### src/hdl/bes_pkg.sv
// Shared types and constants for the byte-order-mark encoding sniffer.
// Used by bes_cfg_regs, bes_detect and the bom_encoding_sniffer top level.
`timescale 1ns / 1ps

package bes_pkg;

  // One input request: a file byte, its presence flag and the start-of-file flag.
  typedef struct packed {
    logic [7:0] byte_value;
    logic       byte_present;
    logic       first_byte;
  } in_t;

  // One result request: the detected encoding and the data offset.
  typedef struct packed {
    logic [3:0]  encoding_code;
    logic [16:0] header_offset;
  } out_t;

  // Configuration registers as seen by the detector.
  typedef struct packed {
    logic [15:0] preset_skip;
    logic [1:0]  encoding_hint;
    logic        petscii_default;
  } cfg_t;

  // Detection phases.
  typedef enum logic [2:0] {
    PH_IDLE,
    PH_SKIP,
    PH_LEAD,
    PH_TAG,
    PH_HDR,
    PH_MARK,
    PH_DONE
  } phase_e;

  // Configuration register indexes.
  localparam logic [1:0] CFG_PRESET_SKIP     = 2'd0;
  localparam logic [1:0] CFG_ENCODING_HINT   = 2'd1;
  localparam logic [1:0] CFG_PETSCII_DEFAULT = 2'd2;

  localparam int unsigned CFG_DATA_W = 16;

  // Caller encoding hints.
  localparam logic [1:0] HINT_ABSENT  = 2'd0;
  localparam logic [1:0] HINT_UNKNOWN = 2'd1;
  localparam logic [1:0] HINT_DEFAULT = 2'd2;
  localparam logic [1:0] HINT_KNOWN   = 2'd3;

  // Encoding codes reported in a result.
  localparam logic [3:0] CODE_UTF32BE  = 4'd0;
  localparam logic [3:0] CODE_PETSCII  = 4'd1;
  localparam logic [3:0] CODE_UTF8     = 4'd2;
  localparam logic [3:0] CODE_UTF16BE  = 4'd3;
  localparam logic [3:0] CODE_UTF32LE  = 4'd4;
  localparam logic [3:0] CODE_UTF16LE  = 4'd5;
  localparam logic [3:0] CODE_EBCDIC   = 4'd6;
  localparam logic [3:0] CODE_FALLBACK = 4'd7;
  localparam logic [3:0] CODE_KEPT     = 4'd8;

  // Mark byte values.
  localparam logic [7:0] BYTE_ZERO    = 8'h00;
  localparam logic [7:0] BYTE_PET_LO  = 8'h01;
  localparam logic [7:0] BYTE_PET_HI  = 8'h08;
  localparam logic [7:0] BYTE_UTF8_0  = 8'hEF;
  localparam logic [7:0] BYTE_UTF8_1  = 8'hBB;
  localparam logic [7:0] BYTE_UTF8_2  = 8'hBF;
  localparam logic [7:0] BYTE_FE      = 8'hFE;
  localparam logic [7:0] BYTE_FF      = 8'hFF;
  localparam logic [7:0] EBC_E_LOWER  = 8'd133;
  localparam logic [7:0] EBC_E_UPPER  = 8'd197;
  localparam logic [7:0] EBC_N_LOWER  = 8'd149;
  localparam logic [7:0] EBC_N_UPPER  = 8'd213;
  localparam logic [7:0] EBC_C_LOWER  = 8'd131;
  localparam logic [7:0] EBC_C_UPPER  = 8'd195;

  // Disk header tag "PLUS3DOS" and the length of the header it announces.
  localparam logic [7:0] TAG_TEXT [8] = '{8'd80, 8'd76, 8'd85, 8'd83,
                                          8'd51, 8'd68, 8'd79, 8'd83};
  localparam int unsigned TAG_LEN = 8;
  localparam int unsigned HDR_LEN = 128;

  // Offset forced when the petscii_default register selects PETSCII.
  localparam logic [16:0] PETSCII_OFFSET = 17'd2;

endpackage

### src/hdl/bes_cfg_regs.sv
// Configuration register file for the encoding sniffer.
// Depends on bes_pkg for the register indexes and the cfg_t struct.
`timescale 1ns / 1ps

module bes_cfg_regs (
  input  logic                         clk_i,
  input  logic                         rst_ni,
  input  logic                         cfg_we_i,
  input  logic [1:0]                   cfg_idx_i,
  input  logic [bes_pkg::CFG_DATA_W-1:0] cfg_wdata_i,
  output bes_pkg::cfg_t                cfg_o
);
  import bes_pkg::*;

  cfg_t cfg_q;

  // Write decode; an index past the last register is dropped.
  always_ff @(posedge clk_i or negedge rst_ni) begin
    if (!rst_ni) begin
      cfg_q.preset_skip     <= 16'd0;
      cfg_q.encoding_hint   <= HINT_UNKNOWN;
      cfg_q.petscii_default <= 1'b0;
    end else if (cfg_we_i) begin
      case (cfg_idx_i)
        CFG_PRESET_SKIP:     cfg_q.preset_skip     <= cfg_wdata_i[15:0];
        CFG_ENCODING_HINT:   cfg_q.encoding_hint   <= cfg_wdata_i[1:0];
        CFG_PETSCII_DEFAULT: cfg_q.petscii_default <= cfg_wdata_i[0];
        default: ;
      endcase
    end
  end

  assign cfg_o = cfg_q;

endmodule

### src/hdl/bes_detect.sv
// Detection state and per-byte decision logic of the encoding sniffer.
// Depends on bes_pkg for the phase enum, mark constants and payload structs.
`timescale 1ns / 1ps

module bes_detect #(
  parameter int unsigned OFFSET_BITS = 16
) (
  input  logic          clk_i,
  input  logic          rst_ni,
  input  logic          en_i,
  input  bes_pkg::in_t  item_i,
  input  bes_pkg::cfg_t cfg_i,
  output logic          res_valid_o,
  output bes_pkg::out_t res_o
);
  import bes_pkg::*;

  // Only the low OFFSET_BITS bits (at most 16) of the 16-bit skip register take part.
  localparam int unsigned SKIP_W = (OFFSET_BITS < 16) ? OFFSET_BITS : 16;
  localparam int unsigned POS_W  = SKIP_W;

  phase_e           phase_q, phase_d;
  logic [POS_W-1:0] pos_q, pos_d;
  logic [7:0]       lead_q, lead_d;
  logic             hdr_q, hdr_d;

  // Effective state once a first byte has restarted detection.
  phase_e           ph;
  logic [POS_W-1:0] pos;
  logic [7:0]       lead;
  logic             hdr;

  logic [SKIP_W-1:0] skip;
  logic              skip_zero;
  logic [POS_W:0]    pos_inc;
  logic              hint_unknown;
  logic              pres;
  logic [7:0]        bval;

  // Decision outputs of this byte.
  logic        fin;
  logic        mark_hit;
  logic [3:0]  mark_code;
  logic [2:0]  mark_add;
  logic [16:0] base_off;
  logic [16:0] off;
  logic [3:0]  enc;

  assign skip         = cfg_i.preset_skip[SKIP_W-1:0];
  assign skip_zero    = (skip == '0);
  assign hint_unknown = (cfg_i.encoding_hint == HINT_UNKNOWN);
  assign pres         = item_i.byte_present;
  assign bval         = item_i.byte_value;

  assign ph   = item_i.first_byte ? (skip_zero ? PH_LEAD : PH_SKIP) : phase_q;
  assign pos  = item_i.first_byte ? '0 : pos_q;
  assign lead = item_i.first_byte ? 8'd0 : lead_q;
  assign hdr  = item_i.first_byte ? 1'b0 : hdr_q;

  assign pos_inc = {1'b0, pos} + {{POS_W{1'b0}}, 1'b1};

  // Phase walk: skip, tag, header jump, lead byte and mark tail.
  always_comb begin
    phase_d   = ph;
    pos_d     = pos;
    lead_d    = lead;
    hdr_d     = hdr;
    fin       = 1'b0;
    mark_hit  = 1'b0;
    mark_code = CODE_KEPT;
    mark_add  = 3'd0;
    case (ph)
      PH_SKIP: begin
        if (!pres) begin
          fin = 1'b1;
        end else begin
          pos_d = pos_inc[POS_W-1:0];
          if (pos_inc >= {1'b0, skip}) begin
            phase_d = PH_LEAD;
          end
        end
      end
      PH_LEAD: begin
        if (!hdr && skip_zero && hint_unknown && pres && bval == TAG_TEXT[0]) begin
          phase_d = PH_TAG;
          pos_d   = POS_W'(1);
        end else if (pres && (bval == BYTE_ZERO || bval == BYTE_PET_LO ||
                              bval == BYTE_UTF8_0 || bval == BYTE_FE ||
                              bval == BYTE_FF ||
                              ((bval == EBC_E_LOWER || bval == EBC_E_UPPER) &&
                               hint_unknown))) begin
          lead_d  = bval;
          phase_d = PH_MARK;
          pos_d   = POS_W'(1);
        end else begin
          fin = 1'b1;
        end
      end
      PH_TAG: begin
        if (pres && bval == TAG_TEXT[pos[2:0]]) begin
          pos_d = pos_inc[POS_W-1:0];
          if (pos_inc == (POS_W+1)'(TAG_LEN)) begin
            hdr_d   = 1'b1;
            phase_d = PH_HDR;
          end
        end else begin
          fin = 1'b1;
        end
      end
      PH_HDR: begin
        if (!pres) begin
          fin = 1'b1;
        end else begin
          pos_d = pos_inc[POS_W-1:0];
          if (pos_inc >= (POS_W+1)'(HDR_LEN)) begin
            phase_d = PH_LEAD;
          end
        end
      end
      PH_MARK: begin
        pos_d = pos_inc[POS_W-1:0];
        case (lead)
          BYTE_ZERO: begin
            // UTF-32BE: 00 00 FE FF
            if (pos == POS_W'(1)) begin
              fin = !(pres && bval == BYTE_ZERO);
            end else if (pos == POS_W'(2)) begin
              fin = !(pres && bval == BYTE_FE);
            end else begin
              fin = 1'b1;
              if (pres && bval == BYTE_FF) begin
                mark_hit  = 1'b1;
                mark_code = CODE_UTF32BE;
                mark_add  = 3'd4;
              end
            end
          end
          BYTE_PET_LO: begin
            // PETSCII load address 01 08
            fin = 1'b1;
            if (pres && bval == BYTE_PET_HI) begin
              mark_hit  = 1'b1;
              mark_code = CODE_PETSCII;
              mark_add  = 3'd2;
            end
          end
          BYTE_UTF8_0: begin
            // UTF-8: EF BB BF
            if (pos == POS_W'(1)) begin
              fin = !(pres && bval == BYTE_UTF8_1);
            end else begin
              fin = 1'b1;
              if (pres && bval == BYTE_UTF8_2) begin
                mark_hit  = 1'b1;
                mark_code = CODE_UTF8;
                mark_add  = 3'd3;
              end
            end
          end
          BYTE_FE: begin
            // UTF-16BE: FE FF
            fin = 1'b1;
            if (pres && bval == BYTE_FF) begin
              mark_hit  = 1'b1;
              mark_code = CODE_UTF16BE;
              mark_add  = 3'd2;
            end
          end
          BYTE_FF: begin
            // FF FE is UTF-16LE unless two zero bytes follow (UTF-32LE).
            if (pos == POS_W'(1)) begin
              fin = !(pres && bval == BYTE_FE);
            end else if (pos == POS_W'(2)) begin
              if (!(pres && bval == BYTE_ZERO)) begin
                fin       = 1'b1;
                mark_hit  = 1'b1;
                mark_code = CODE_UTF16LE;
                mark_add  = 3'd2;
              end
            end else begin
              fin      = 1'b1;
              mark_hit = 1'b1;
              if (pres && bval == BYTE_ZERO) begin
                mark_code = CODE_UTF32LE;
                mark_add  = 3'd4;
              end else begin
                mark_code = CODE_UTF16LE;
                mark_add  = 3'd2;
              end
            end
          end
          default: begin
            // EBCDIC letters "enc" in either case.
            if (pos == POS_W'(1)) begin
              fin = !(pres && (bval == EBC_N_LOWER || bval == EBC_N_UPPER));
            end else begin
              fin = 1'b1;
              if (pres && (bval == EBC_C_LOWER || bval == EBC_C_UPPER)) begin
                mark_hit  = 1'b1;
                mark_code = CODE_EBCDIC;
                mark_add  = 3'd0;
              end
            end
          end
        endcase
      end
      default: ;
    endcase
    if (fin) begin
      phase_d = PH_DONE;
    end
  end

  // Result code and offset once the decision is made.
  assign base_off = hdr ? 17'(HDR_LEN) : 17'(skip);

  always_comb begin
    off = base_off + {14'd0, mark_add};
    if (cfg_i.encoding_hint == HINT_ABSENT) begin
      enc = CODE_KEPT;
    end else if (mark_hit) begin
      enc = mark_code;
    end else if (cfg_i.encoding_hint == HINT_UNKNOWN ||
                 cfg_i.encoding_hint == HINT_DEFAULT) begin
      enc = CODE_FALLBACK;
      if (cfg_i.petscii_default) begin
        off = PETSCII_OFFSET;
      end
    end else begin
      enc = CODE_KEPT;
    end
  end

  assign res_valid_o         = en_i && fin;
  assign res_o.encoding_code = enc;
  assign res_o.header_offset = off;

  // State registers advance only for a processed byte.
  always_ff @(posedge clk_i or negedge rst_ni) begin
    if (!rst_ni) begin
      phase_q <= PH_IDLE;
      pos_q   <= '0;
      lead_q  <= 8'd0;
      hdr_q   <= 1'b0;
    end else if (en_i) begin
      phase_q <= phase_d;
      pos_q   <= pos_d;
      lead_q  <= lead_d;
      hdr_q   <= hdr_d;
    end
  end

endmodule

### src/hdl/bom_encoding_sniffer.sv
// Top level of the byte-order-mark encoding sniffer: request registers and handshake.
// Depends on bes_pkg, bes_cfg_regs and bes_detect.
//
// Usage: file bytes enter on the input channel (in_valid_i / in_stall_o), one
// request per byte, with first_byte set on byte 0 of each file and
// byte_present cleared to signal end of file. For each file at most one
// result request leaves on the output channel (out_valid_o / out_stall_i)
// with the encoding code and the offset where text data begins.
// Each byte is held in an input register, decided by one level of compare
// logic in the detector and written to an output register, so a byte is
// accepted every cycle while in_stall_o is low.
// While the receiver stalls, a finished result stays in the output register;
// one more byte is taken into the input register and then in_stall_o rises
// until the result is taken.
// Reset empties both registers, returns detection to idle (bytes before a
// first byte are dropped) and loads the registers with preset_skip 0,
// encoding_hint unknown and petscii_default 0. Configuration is written
// through cfg_we_i / cfg_idx_i / cfg_wdata_i while no byte is in flight.
`timescale 1ns / 1ps

module bom_encoding_sniffer #(
  parameter int unsigned OFFSET_BITS = 16
) (
  input  logic                           clk_i,
  input  logic                           rst_ni,
  input  logic                           cfg_we_i,
  input  logic [1:0]                     cfg_idx_i,
  input  logic [bes_pkg::CFG_DATA_W-1:0] cfg_wdata_i,
  input  logic                           in_valid_i,
  output logic                           in_stall_o,
  input  bes_pkg::in_t                   in_data_i,
  output logic                           out_valid_o,
  input  logic                           out_stall_i,
  output bes_pkg::out_t                  out_data_o
);
  import bes_pkg::*;

  cfg_t cfg;

  logic in_valid_q;
  in_t  in_q;
  logic out_valid_q;
  out_t out_q;

  logic proc;
  logic accept;
  logic res_valid;
  out_t res;

  // Configuration registers.
  bes_cfg_regs u_cfg (
    .clk_i       (clk_i),
    .rst_ni      (rst_ni),
    .cfg_we_i    (cfg_we_i),
    .cfg_idx_i   (cfg_idx_i),
    .cfg_wdata_i (cfg_wdata_i),
    .cfg_o       (cfg)
  );

  // The held byte is processed whenever the output register can take a result.
  assign proc       = in_valid_q && (!out_valid_q || !out_stall_i);
  assign in_stall_o = in_valid_q && !proc;
  assign accept     = in_valid_i && !in_stall_o;

  // Detection state and decision logic.
  bes_detect #(
    .OFFSET_BITS (OFFSET_BITS)
  ) u_detect (
    .clk_i       (clk_i),
    .rst_ni      (rst_ni),
    .en_i        (proc),
    .item_i      (in_q),
    .cfg_i       (cfg),
    .res_valid_o (res_valid),
    .res_o       (res)
  );

  // Input request register.
  always_ff @(posedge clk_i or negedge rst_ni) begin
    if (!rst_ni) begin
      in_valid_q <= 1'b0;
    end else if (accept) begin
      in_valid_q <= 1'b1;
    end else if (proc) begin
      in_valid_q <= 1'b0;
    end
  end

  always_ff @(posedge clk_i) begin
    if (accept) begin
      in_q <= in_data_i;
    end
  end

  // Output request register.
  always_ff @(posedge clk_i or negedge rst_ni) begin
    if (!rst_ni) begin
      out_valid_q <= 1'b0;
    end else if (proc && res_valid) begin
      out_valid_q <= 1'b1;
    end else if (!out_stall_i) begin
      out_valid_q <= 1'b0;
    end
  end

  always_ff @(posedge clk_i) begin
    if (proc && res_valid) begin
      out_q <= res;
    end
  end

  assign out_valid_o = out_valid_q;
  assign out_data_o  = out_q;

  // A stall is only raised while a byte waits in the input register.
  a_stall_has_byte : assert property (@(posedge clk_i) disable iff (!rst_ni)
    in_stall_o |-> in_valid_q)
    else $error("input stalled with an empty input register");

  // A byte is never decided into an occupied, stalled output register.
  a_no_overwrite : assert property (@(posedge clk_i) disable iff (!rst_ni)
    !(proc && res_valid && out_valid_q && out_stall_i))
    else $error("result overwrote a stalled result");

  // Reported codes stay within the defined encodings.
  a_code_range : assert property (@(posedge clk_i) disable iff (!rst_ni)
    out_valid_o |-> (out_data_o.encoding_code <= CODE_KEPT))
    else $error("encoding code out of range");

  // A newly registered result follows a cycle in which a byte sat in the input register.
  a_result_follows_byte : assert property (@(posedge clk_i) disable iff (!rst_ni)
    (out_valid_o && !$past(out_valid_o)) |-> $past(in_valid_q))
    else $error("result without a processed byte");

endmodule
### config.mk
export PLATFORM = sky130hd
export DESIGN_NAME = bom_encoding_sniffer
export DESIGN_NICKNAME = d
export VERILOG_FILES = /design/src/hdl/bes_pkg.sv /design/src/hdl/bes_cfg_regs.sv /design/src/hdl/bes_detect.sv /design/src/hdl/bom_encoding_sniffer.sv
export SDC_FILE = /design/constraint.sdc
export NUM_CORES = 1
export LEC_CHECK = 0
export ABC_CLOCK_PERIOD_IN_PS = 4600
export BUFFER_PORTS_ARGS = -buffer_cell sky130_fd_sc_hd__buf_2
export CAP_MARGIN = 10
export CORE_MARGIN = 1
export CORE_UTILIZATION = 60
export CTS_CLUSTER_SIZE = 16
export DETAILED_ROUTE_END_ITERATION = 8
export PLACE_DENSITY_LB_ADDON = 0.05
export REMOVE_ABC_BUFFERS = 1
export SYNTH_ARGS = -nofsm -noshare
export SYNTH_HDL_FRONTEND = slang
export SYNTH_HIERARCHICAL = 1
export SYNTH_SLANG_ARGS = --single-unit
### constraint.sdc
create_clock -name clk_i -period 4.6 [get_ports clk_i]
set_input_delay 0.23 -clock clk_i [delete_from_list [all_inputs] [get_ports clk_i]]
set_output_delay 0.23 -clock clk_i [all_outputs]
set_load 0.03 [all_outputs]
Yosys cells after proc, flatten, opt, wreduce, memory -nomap -nowiden
Memories as Yosys holds them, arrays and structs flattened.
Index checks and enable logic that the tools add are counted.
{"block": "word_totals", "memories": 1, "regBits": 80, "in_bits": 33, "out_inout_bits": 23, "mem_bits_ro": 64}
{"block": "op_classes", "n_addsub": 2, "reduce_logical": 50, "eq_ne": 32, "n_mux": 91, "n_lt_le_gt_ge": 3, "bitwise_logic": 1}
{"name": "(no name shown)", "depth": 8, "width": 8, "read_ports": 1, "rd_clocked_by_memory_dff": 0, "wr": 0, "line_no": "bes_detect.sv:100", "rtl": "if (pres && bval == TAG_TEXT[pos[2:0]]) begin"}
{"operator": "$eq 8x8->1 const B", "n": 14}
{"operator": "$mux 16", "n": 6}
{"operator": "$mux 17", "n": 4}
{"operator": "$pmux 16 s4", "n": 1}
{"operator": "$mux 4", "n": 15}
{"operator": "$mux 3", "n": 18}
{"operator": "$mux 8", "n": 6}
{"operator": "$mux 1", "n": 30}
{"operator": "$logic_and 1x1->1", "n": 20}
{"operator": "$pmux 4 s5", "n": 1}
{"operator": "$add 16x1->17 const B", "n": 1}
{"operator": "$add 17x3->17", "n": 1}
{"operator": "$eq 17x4->1 const B", "n": 1}
{"operator": "$ge 17x16->1", "n": 1}
{"operator": "$ge 17x8->1 const B", "n": 1}
{"operator": "$eq 16x1->1 const B", "n": 1}
{"operator": "$eq 16x2->1 const B", "n": 1}
{"operator": "$eq 8x1->1 const B", "n": 2}
{"operator": "$logic_not 16->1", "n": 1}
{"operator": "$logic_not 8->1", "n": 2}
{"operator": "$pmux 3 s5", "n": 1}
{"operator": "$pmux 3 s4", "n": 1}
{"operator": "$logic_or 1x1->1", "n": 10}
{"operator": "$mux 2", "n": 5}
{"operator": "other kinds (18)", "n": 35}

Depth between registers and ports, before layout
{"block": "logic_depth", "ltp_word": 13, "ltp_mapped": 16, "depth_no_buf": 15}

Modules after synthesis
Netlist, hierarchy kept.
{"module": "bes_detect", "seq_area_each_um2": 700.7, "area_per_inst_um2": 3631.0, "cells_per_inst": 473, "n_inst": 1}
{"module": "bom_encoding_sniffer", "seq_area_each_um2": 980.9, "area_per_inst_um2": 1029.7, "cells_per_inst": 42, "n_inst": 1}
{"module": "bes_cfg_regs", "seq_area_each_um2": 476.7, "area_per_inst_um2": 739.5, "cells_per_inst": 42, "n_inst": 1}

Worst setup path after synthesis
OpenSTA, ideal clock, no wires.
{"block": "synth_path", "path_type": "register to register", "from": "reg u_detect.pos_q[1]", "to": "reg u_detect.phase_q[0]", "n_path_buf": 1, "period_less_slack_ns": 3.499, "path_stages_with_launch": 16, "arrival_time_ns": 3.365, "path_slack_ns": 1.101, "cell_sequence": "dfrtp_1 > buf_4 > nand4_1 > or2_2 > nor3_1 > nand2_1 > xor2_1 > nor2_1 > ha_1 > nand4_1 > or4_1 > o211ai_1 > a221o_1 > nand2_1 > a221oi_1 > o32ai_1"}
{"block": "synth_between", "elab_chain_len": 10, "elab_cells_between_ends": 30}
{"element": "start, declared", "line_no": "bes_detect.sv:23", "rtl": "logic [POS_W-1:0] pos_q, pos_d;"}
{"element": "start signal, assigned", "line_no": "bes_detect.sv:247", "rtl": "pos_q <= pos_d;"}
{"element": "$mux 16 (*)", "line_no": "bes_detect.sv:56", "rtl": "assign pos = item_i.first_byte ? '0 : pos_q;"}
{"element": "branches (longest 8 deep; another with $add 16x1->17)"}
{"element": "$mux 3 (*)", "line_no": "bes_detect.sv:209", "rtl": "if (fin) begin"}
{"element": "end signal, assigned", "line_no": "bes_detect.sv:246", "rtl": "phase_q <= phase_d;"}
{"element": "end, declared", "line_no": "bes_detect.sv:22", "rtl": "phase_e phase_q, phase_d;"}
Mark *: on every way between the ends. The select of a mux whose other input is x is not followed.
A chain may end at the register's enable or synchronous reset.

Worst setup path after layout
{"block": "layout_path", "from": "reg u_detect.pos_q[2]", "to": "reg u_detect.phase_q[0]"}
Same word-level chain as after synthesis.

==> results.txt <==
multiplexer share of the synthesized area: 0.04541
cell type group with the largest total delay on the critical path: simple AND/OR/NAND/NOR gates
register-to-register setup slack: 0.49 ns
static leakage power: 0.002383 uW
arrival time of data at the critical path endpoint: 4.31 ns
logic depth of the worst path, buffers included: 14
transition time at the pin with the least slew margin: 0.8628 ns
highest achievable clock rate: 0.2434 GHz
startpoint of the most critical setup path: u_detect/pos_q[2]$_DFFE_PN0P_
std cell rows: 34
critical path capture point: u_detect/phase_q[0]$_DFFE_PN0P_
number of antenna cells inserted: 0
Fin Clk Skew: 0.01301 ns
highest ir drop seen on vdd: 0.3487 mV
total die area: 9384 sq um
HP Class: in2async
HPWL after detailed placement: 9532 um
Clock Sink Count: 80
depth of the most critical reg-to-reg path: 14
maximum number of pins on one net before global-route repair: 50
post-CTS sizing: 0
placeable core region: 8721 sq um
sequential share of the synthesized area: 0.3997
max-cap check violation count: 0
number of failing hold endpoints at the final stage: 14
Worst path slowest cell: sky130_fd_sc_hd__dfrtp_1
startpoint type of the worst setup path: flop
fraction of final layout cells sized beyond drive strength 1: 0.2036
required time of the worst setup path: 4.80 ns
final total negative setup slack: 0 ns
complex-gate fraction of the synthesized area: 0.1569
simple-gate share of the synthesized area: 0.2326
htree depth: 3
detailed-route DRC error count: 0
fillcell total: 716
distinct cell type count after synthesis: 82
final routed wire length divided by cell count: 18.50 um
Port-buffer cells: 55
Skew-Pair Late Insertion Delay: 0.35 ns
Warnings, synthesis: 6
Critical path buffers and inverters: 0
Final #Nets: 654
number of buffers on the longest clock path: 2
FF/Latch Area: 2158 sq um
routed vias: 4509
GRT Total Usage: 0.2905
multi-input gate area in the final layout: 2880 sq um
initial DRC count: 393
TritonCTS clock tree: yes
critical setup path kind: reg2reg
violated checks: negative hold slack
horizontal extent of the die: 96.87 um
largest stage delay on the critical path: 0.57 ns
r2r startpoint: u_detect/pos_q[2]$_DFFE_PN0P_
clock transition at the registers of the reported paths: 0.10 ns
capturing point of the worst reg2reg path: u_detect/phase_q[0]$_DFFE_PN0P_
area share of the largest cell type after synthesis: 0.2224
xor-xnor portion of the synthesized cell area: 0.04541
critical path cell sequence: nand4_1, or2_2, nor3_1, nand2_1, xor2_1, nor2_1, ha_1, nand4_1, or4_1, o211ai_1, a221o_1, nand2_1, a221oi_1, o32ai_1
post-route fraction of the period consumed by the critical path: 0.8930
post-route core utilization: 0.6674
RSZ-0062 raised after global routing: no
largest cells by area after synthesis: sky130_fd_sc_hd__dfrtp_1 (22%), sky130_fd_sc_hd__edfxtp_1 (17%), sky130_fd_sc_hd__ha_1 (4.9%)
critical-path maximum fanout: 12
Worst Hold Margin: -0.007718 ns
main combinational cell family by area after synthesis: simple AND/OR/NAND/NOR gates
Post-Syn Area per Cell: 9.695 sq um
async set-reset flop share out of synthesis: 0.6125
run status: finished, violations left
Worst slew margin: 0.4242
cell count after synthesis: 557
leading cell type by number of instances after synthesis: sky130_fd_sc_hd__nor2_1
Power per Cell Area: 380.4 nW/um^2
cell taking the most area after synthesis: sky130_fd_sc_hd__dfrtp_1
area share of fa/ha/maj cells after synthesis: 0.05236
initial antenna violation count: 0
area of the mapped netlist: 5400 sq um
postcts setup bufs: 0
commonest cells in the netlist: sky130_fd_sc_hd__nor2_1 (56), sky130_fd_sc_hd__dfrtp_1 (48), sky130_fd_sc_hd__nand2_1 (40), sky130_fd_sc_hd__edfxtp_1 (31), sky130_fd_sc_hd__inv_1 (30)
die outline height: 96.87 um
starting utilization of the core area: 0.6192
number of primary I/O pins: 56
via count of the first global-routing pass: 4342
sort of element at the end of the critical path: flop
ys flop type: sky130_fd_sc_hd__dfrtp_1
number of pins exceeding their max-slew limit in the final report: 0
overflow left after global routing: 0
relative area change from synthesis to final layout: 7.785%
number of optimization iterations in the first detailed-route pass: 5
global-route wire length before repair: 21830 um
minimum clock period: 4.108 ns
number of enable-type register cells in the synthesized netlist: 31
GP Congestion: 0.8666
number of failing setup endpoints in the final timing report: 0
hold bufs inserted after CTS: 0
Synth Register Bits: 80
number of buffers created by CTS: 9
number of nets with antenna violations after routing: 0
Root Buffer Master: sky130_fd_sc_hd__clkbuf_8
Total Wirelength: 13170 um
detailed-route vias per instance: 6.333
through the flow:
step                hold slack (ns)  total power [uW]  instances  instance area, sq um  setup slack (ns)
finish                    -0.007718              2214        712                  5821            0.4922
global route                0.03453              2336        712                  5821           0.09227
CTS                        0.008725              2217        712                  5821            0.5210
detailed placement           0.3925              1658        696                  5614            0.5302
global placement             0.3814              1632        696                  5614            0.6482
floorplan                  -0.06559              1447        526                  5147            0.6046
where the power goes:
group	internal (uW)	leakage (uW)	switching (uW)
registers	848	0.000919	156
logic	264	0.00137	389
clock network	261	0.0000988	298
total	1370	0.00238	842
worst min path at each step:
stage	startpoint	to	slack, ns
after global placement	rst_ni	u_cfg/cfg_o[0]$_DFFE_PN0P_	0.38
final	rst_ni	u_cfg/cfg_o[11]$_DFFE_PN0P_	-0.008
after detailed placement	rst_ni	u_cfg/cfg_o[0]$_DFFE_PN0P_	0.39
after global routing	in_data_i[3]	in_q[3]$_DFFE_PP_	0.03
after CTS	rst_ni	u_cfg/cfg_o[8]$_DFFE_PN0P_	0.009
after floorplan	rst_ni	in_valid_q$_DFFE_PN0P_	-0.07
registers in the layout, indices dropped and copies added, names as in the netlist:
name,count
u_cfg/cfg_o,19
u_detect/lead_q,8
u_detect/hdr_q,1
out_valid_o,1
in_q,10
u_detect/phase_q,3
out_data_o,21
u_detect/pos_q,16
in_valid_q,1
final cells by class:
class                           instances  area share
Multi-Input combinational cell        416      0.4948
Sequential cell                        80      0.3708
Timing Repair Buffer                   62     0.05632
Tap cell                              108     0.02322
Clock buffer                            9     0.02128
Inverter                               30     0.01935
Clock inverter                          7     0.01419
worst register-to-register path: stages, from the launching register on:
cell and delay (ns):
sky130_fd_sc_hd__dfrtp_1 0.57, sky130_fd_sc_hd__nand4_1 0.28, sky130_fd_sc_hd__or2_2 0.41, sky130_fd_sc_hd__nor3_1 0.54, sky130_fd_sc_hd__nand2_1 0.14, sky130_fd_sc_hd__xor2_1 0.15, sky130_fd_sc_hd__nor2_1 0.08, sky130_fd_sc_hd__ha_1 0.30
sky130_fd_sc_hd__nand4_1 0.10, sky130_fd_sc_hd__or4_1 0.51, sky130_fd_sc_hd__o211ai_1 0.18, sky130_fd_sc_hd__a221o_1 0.19, sky130_fd_sc_hd__nand2_1 0.06, sky130_fd_sc_hd__a221oi_1 0.32, sky130_fd_sc_hd__o32ai_1 0.13
routing by layer:
metal | up-vias | global-route usage | part of all wire
met3 | 19 | 0.04335 | 0.059
met1 | 2159 | 0.4144 | 0.46
met2 | 190 | 0.4632 | 0.47
met5 | - | 0 | 0
li1 | 2141 | - | -
met4 | 0 | 0.07922 | 0.014
kinds of logic after synthesis:
family / after synthesis
simple gates: 232
compound gates: 112
flops: 80
buf+inv: 61
xor+xnor: 28
mux: 22
fa+ha+maj: 22
cell usage in the layout (no fill, tap or decap), drive strengths merged, types with 3 or more instances in the layout:
cell,Yosys,final
a211oi,4,4
a21o,3,3
a21oi,23,23
a22o,19,19
a31oi,3,3
and2,6,6
and3,3,3
and4,3,3
buf,9,62
clkbuf,22,9
dfrtp,48,48
edfxtp,31,31
ha,21,21
inv,30,34
mux2,20,20
nand2,40,40
nand2b,6,6
nand3,21,21
nand3b,4,4
nand4,18,18
nor2,57,57
nor2b,9,9
nor3,17,17
nor3b,5,5
nor4,16,16
nor4b,3,3
o211ai,8,8
o21ai,15,15
o31ai,5,5
or2,8,8
or3,5,5
xnor2,17,17
xor2,11,11
(Power assumes the default switching activity.)
